===== config.mk =====
export PLATFORM = sky130hd
export DESIGN_NAME = utc_cordic
export DESIGN_NICKNAME = d
export VERILOG_FILES = /design/src/sv/utc_pkg.sv /design/src/sv/utc_cordic.sv
export SDC_FILE = /design/constraint.sdc
export NUM_CORES = 2
export LEC_CHECK = 0
export BUFFER_PORTS_ARGS = -buffer_cell sky130_fd_sc_hd__buf_2
export CORE_MARGIN = 4
export CORE_UTILIZATION = 61
export DETAILED_ROUTE_END_ITERATION = 8
export PLACE_DENSITY_LB_ADDON = 0.1
export SETUP_SLACK_MARGIN = 0.05
export SLEW_MARGIN = 20
export SYNTH_ARGS = -nofsm -noshare
export SYNTH_HDL_FRONTEND = slang
export SYNTH_SLANG_ARGS = --single-unit
export TNS_END_PERCENT = 100

===== constraint.sdc =====
create_clock -name clk -period 11.7 [get_ports clk]
set_clock_uncertainty 0.15 [all_clocks]
set_input_delay 1.17 -clock clk [delete_from_list [all_inputs] [get_ports clk]]
set_output_delay 1.17 -clock clk [all_outputs]
set_load 0.02 [all_outputs]

===== src/sv/utc_pkg.sv =====
// utc_pkg: shared types, fixed-point constants and tables for the unicycle
// tracking controller. No dependencies; imported by every module of the block.
package utc_pkg;

  typedef logic signed [27:0] ang_t;   // CORDIC angle, Q.24 rad
  typedef logic signed [33:0] trig_t;  // sine / cosine, Q.30
  typedef logic [30:0] sinc_t;         // sinc value, unsigned Q.30
  typedef logic [1:0] cfg_idx_t;

  localparam int CORDIC_MAX = 24;
  localparam int SINC_TERMS = 4;
  localparam int SINC_LAT   = 12;

  localparam ang_t ANG_PI      = 28'sd52707179;
  localparam ang_t ANG_HALF_PI = 28'sd26353589;
  localparam logic signed [16:0] HEAD_PI     = 17'sd25736;
  localparam logic signed [16:0] HEAD_TWO_PI = 17'sd51472;
  localparam trig_t INV_GAIN = 34'sd652032874;
  localparam sinc_t ONE_Q30  = 31'd1073741824;

  localparam ang_t ATAN_Q24 [0:CORDIC_MAX-1] = '{
    28'sd13176795, 28'sd7778716, 28'sd4110060, 28'sd2086331, 28'sd1047214,
    28'sd524117, 28'sd262123, 28'sd131069, 28'sd65536, 28'sd32768, 28'sd16384,
    28'sd8192, 28'sd4096, 28'sd2048, 28'sd1024, 28'sd512, 28'sd256, 28'sd128,
    28'sd64, 28'sd32, 28'sd16, 28'sd8, 28'sd4, 28'sd2
  };

  // Series divisors and floor(2^32 / d) reciprocals
  localparam logic [6:0]  SINC_DIV   [0:SINC_TERMS-1] = '{7'd72, 7'd42, 7'd20, 7'd6};
  localparam logic [31:0] SINC_RECIP [0:SINC_TERMS-1] =
    '{32'd59652323, 32'd102261126, 32'd214748364, 32'd715827882};

  localparam cfg_idx_t CFG_GAIN_POSITION = 2'd0;
  localparam cfg_idx_t CFG_GAIN_HEADING  = 2'd1;
  localparam logic [15:0] GAIN_RESET = 16'd2560;

  localparam logic signed [39:0] OUT_MAX = 40'sd8388607;
  localparam logic signed [39:0] OUT_MIN = -40'sd8388608;

  typedef struct packed {
    logic signed [24:0] ex;
    logic signed [24:0] ey;
    logic signed [16:0] eth;
    logic signed [23:0] vd;
    logic signed [23:0] wd;
    logic               neg_t;
    logic               neg_a;
  } cord_side_t;

  typedef struct packed {
    logic signed [27:0] p;
    logic signed [27:0] q;
    logic signed [16:0] eth;
    logic signed [23:0] vd;
    logic signed [23:0] wd;
  } sinc_side_t;

endpackage


===== src/sv/utc_cordic.sv =====
// utc_cordic: fully pipelined rotation-mode CORDIC, one iteration per stage.
// Depends on utc_pkg (angle table, gain constant).
module utc_cordic import utc_pkg::*; #(
  parameter int STEPS = 16
) (
  input  logic  clk,
  input  ang_t  z_in,
  output trig_t cos_out,
  output trig_t sin_out
);

  trig_t x_r [0:STEPS-1];
  trig_t y_r [0:STEPS-1];
  ang_t  z_r [0:STEPS-2];

  for (genvar i = 0; i < STEPS; i++) begin : g_step
    trig_t xi, yi;
    ang_t  zi;
    if (i == 0) begin : g_first
      assign xi = INV_GAIN;
      assign yi = '0;
      assign zi = z_in;
    end else begin : g_next
      assign xi = x_r[i-1];
      assign yi = y_r[i-1];
      assign zi = z_r[i-1];
    end

    always_ff @(posedge clk) begin
      if (zi >= 0) begin
        x_r[i] <= xi - (yi >>> i);
        y_r[i] <= yi + (xi >>> i);
      end else begin
        x_r[i] <= xi + (yi >>> i);
        y_r[i] <= yi - (xi >>> i);
      end
    end

    if (i < STEPS - 1) begin : g_z
      always_ff @(posedge clk) begin
        z_r[i] <= (zi >= 0) ? zi - ATAN_Q24[i] : zi + ATAN_Q24[i];
      end
    end
  end

  assign cos_out = x_r[STEPS-1];
  assign sin_out = y_r[STEPS-1];

endmodule


==> metrics.csv <==
stage,metric,value,unit
clock_tree,cts_tree,built,
hold_path,hp-class,register to register,
logic_synthesis,yosysSeqAreaShare,27.71,%
floorplanning,core_area,163100,um2
logic_synthesis,async_flop_share,0,%
worst_setup_path,crit_path_frequent_cell,nor2_1,
finish,drive_gt1_share,4.675,%
sta,hold_viol_final,0,
floorplanning,die_w,413.5,um
sta,rsz0062_at_grt,no,
grt,grt_start_max_net_pins,60,
logic_synthesis,syn_nets,13090,
clock_tree,hold_buffers,0,
grt,antenna_found_initial,2,
detailed_routing,postRouteAntennaNets,0,
detailed_routing,wirelength,269600,um
logic_synthesis,synth_seq_cells,1388,
logic_synthesis,synth-main-ff-cell,dfxtp_1,
logic_synthesis,yosys.area.top_type_share,27.71,%
floorplanning,rows,148,
finish,syn2layout_area_growth,8.354,%
sta,setup_viol,0,
grt,grt_usage,30.76,%
worst_setup_path,end_kind,register,
worst_setup_path,critPathMaxFanout,59,
clock_tree,path_clk_slew,60,ps
detailed_routing,wl_per_cell,18.99,um
detailed_routing,drt_pass1_iterations,6,
clock_tree,post_cts_buffers,0,
finish,finish.utilization,66.61,%
place,io_buffers,96,
clock_tree,clockRootBuffer,clkbuf_16,
logic_synthesis,netlist_instances,11750,
worst_setup_path,cp_data_required_time,12220,ps
sta,tns,0,ps
logic_synthesis,yosysWarnings,0,
logic_synthesis,synth_common_cells,"dfxtp_1 (1388), ha_1 (1265), xnor2_1 (1139), a21oi_1 (1070), nor2_1 (844)",
worst_setup_path,path_buf_inv,4,
clock_tree,ctsResizeCount,0,
floorplanning,dieArea,171000,um2
detailed_routing,routed_via_density,6.047,
worst_setup_path,cp-start-kind,register,
worst_setup_path,cp_cell_sequence,inv_1 -> ha_1 -> nor4b_1 -> nand4_1 -> nor2_1 -> nor2_4 -> buf_4 -> clkinv_1 -> buf_4 -> nor2_1 -> xor2_1 -> ha_1 -> a21oi_1 -> o21ai_0 -> a21oi_1 -> a211oi_1 -> o21ai_0 -> a31o_2 -> a211oi_1 -> nor2_1 -> nor4bb_1 -> or3_1,
run,max_cap_violations,0,
logic_synthesis,syn_area,100300,um2
status,run_status,finished clean,
clock_tree,clk_latency,810,ps
place,dp_hpwl,216900,um
worst_setup_path,cpPeakStageDelay,600,ps
sta,max_freq,0.1556,GHz
worst_setup_path,critPathSlowestCell,a211oi_1,
clock_tree,clk_path_buf_depth,3,
worst_setup_path,crit_arrival,6950,ps
logic_synthesis,synthTopCellsByArea,"dfxtp_1 (28%), ha_1 (16%), xnor2_1 (9.9%)",
detailed_routing,drtIter0Drc,5864,
logic_synthesis,synth_cell_type_count,92,
floorplanning,die_y,413.5,um
grt,grt_pass1_vias,82710,
logic_synthesis,yosysMostFrequentCell,dfxtp_1,
finish,nFillCells,13700,
sta,finalMaxSlewViolations,0,
sta,period_share,54.93,%
logic_synthesis,yosys.area.top_type,dfxtp_1,
grt,grt_pass1_wl,431800,um
worst_setup_path,crit_type,register to register,
sta,period_minus_slack,6427,ps
sta,slew_headroom,28.52,%
clock_tree,h-tree-depth,4,
place,place_congestion,0.9598,
floorplanning,initial_core_util,61.47,%
clock_tree,cts_buffers,152,
worst_setup_path,cp_top_family,compound AO/OA/AOI/OAI gates,
detailed_routing,drc,0,
finish,antennaDiodeCount,0,
grt,grt-ovfl-total,0,
logic_synthesis,synth_edf_count,0,
logic_synthesis,avgSynthCellArea,8.533,um2
floorplanning,io_pins,97,
sta,tightest_slew,1058,ps
clock_tree,clock_sinks,1388,
detailed_routing,vias,85840,
finish,final_nets,13240,
==> metrics by stage <==
stage          hold slack, ps  area [um2]  setup WS [ps]  instances
3_3_place_gp            185.3      103300           5407      13920
5_1_grt                 196.9      108700           4903      14200
2_1_floorplan           181.1      100300           5512      11750
6_report                197.3      108700           5273      14200
3_5_place_dp            190.5      103300           5385      13920
4_1_cts                 198.4      108700           5341      14200
==> logic make-up (layout without fill, tap and decap cells) <==
group / after synthesis / count (layout) / share of synthesized area [%]
AOI/OAI and AO/OA: 3473 / 3473 / 22.10
and+or+nand+nor: 3072 / 3072 / 15.02
xor gates and xnor gates: 1722 / 1722 / 15.05
DFF: 1388 / 1388 / 27.71
adders and majority gates: 1311 / 1311 / 16.70
buffers and inverters: 719 / 986 / 2.701
muxes: 69 / 69 / 0.7198
==> area by class of cell <==
| cell class | count | area, um2 | area share, % |
|---|---|---|---|
| clock inverter | 76 | 1021 | 0.9395 |
| inverter | 572 | 2147 | 1.976 |
| multi-input combinational | 9647 | 69860 | 64.29 |
| timing repair buffer | 136 | 780.7 | 0.7185 |
| clock buffer | 202 | 4349 | 4.002 |
| sequential | 1388 | 27790 | 25.57 |
| tap | 2175 | 2721 | 2.504 |
==> worst paths after layout <==
| kind | slack, ps | to | start | depth (start not counted) |
|---|---|---|---|---|
| worst max-delay path | 5270 | y_r[0][271] | z_r[0][195] | 22 |
| worst min-delay path | 200 | z_r[1][61] | z_r[1][33] | 0 |
| worst max register to register | 5270 | y_r[0][271] | z_r[0][195] | 22 |
| worst min register to register | 200 | z_r[1][61] | z_r[1][33] | 0 |
==> metal layers <==
metal	routed length (um)	up-vias	part of all wire [%]	track usage, %
met5	0	-	0	0
met4	11090	0	4.1	12.24
met3	13450	571	5.0	3.921
met2	127400	2446	47	53.28
met1	117700	40170	44	38.71
li1	-	42650	-	-
==> cells in the final DEF, fill, tap and decap left out, types with 199 or more instances in the layout <==
cell type     n
a21oi_1    1070
nor2_1      832
nand2_1     696
xnor2_1    1139
nor3_1      277
a21o_1      527
nand3_1     199
xor2_1      582
inv_1       562
nand2b_1    213
dfxtp_1    1388
o21ai_0     685
ha_1       1265
==> state kept, by name (all words and copies together) (netlist names) <==
| register | count |
|---|---|
| x_r | 484 |
| z_r | 393 |
| y_r | 511 |
Power is left out: the tool's default activity adds up to more than one toggle a clock period on the data nets, which glitch-free logic cannot reach.
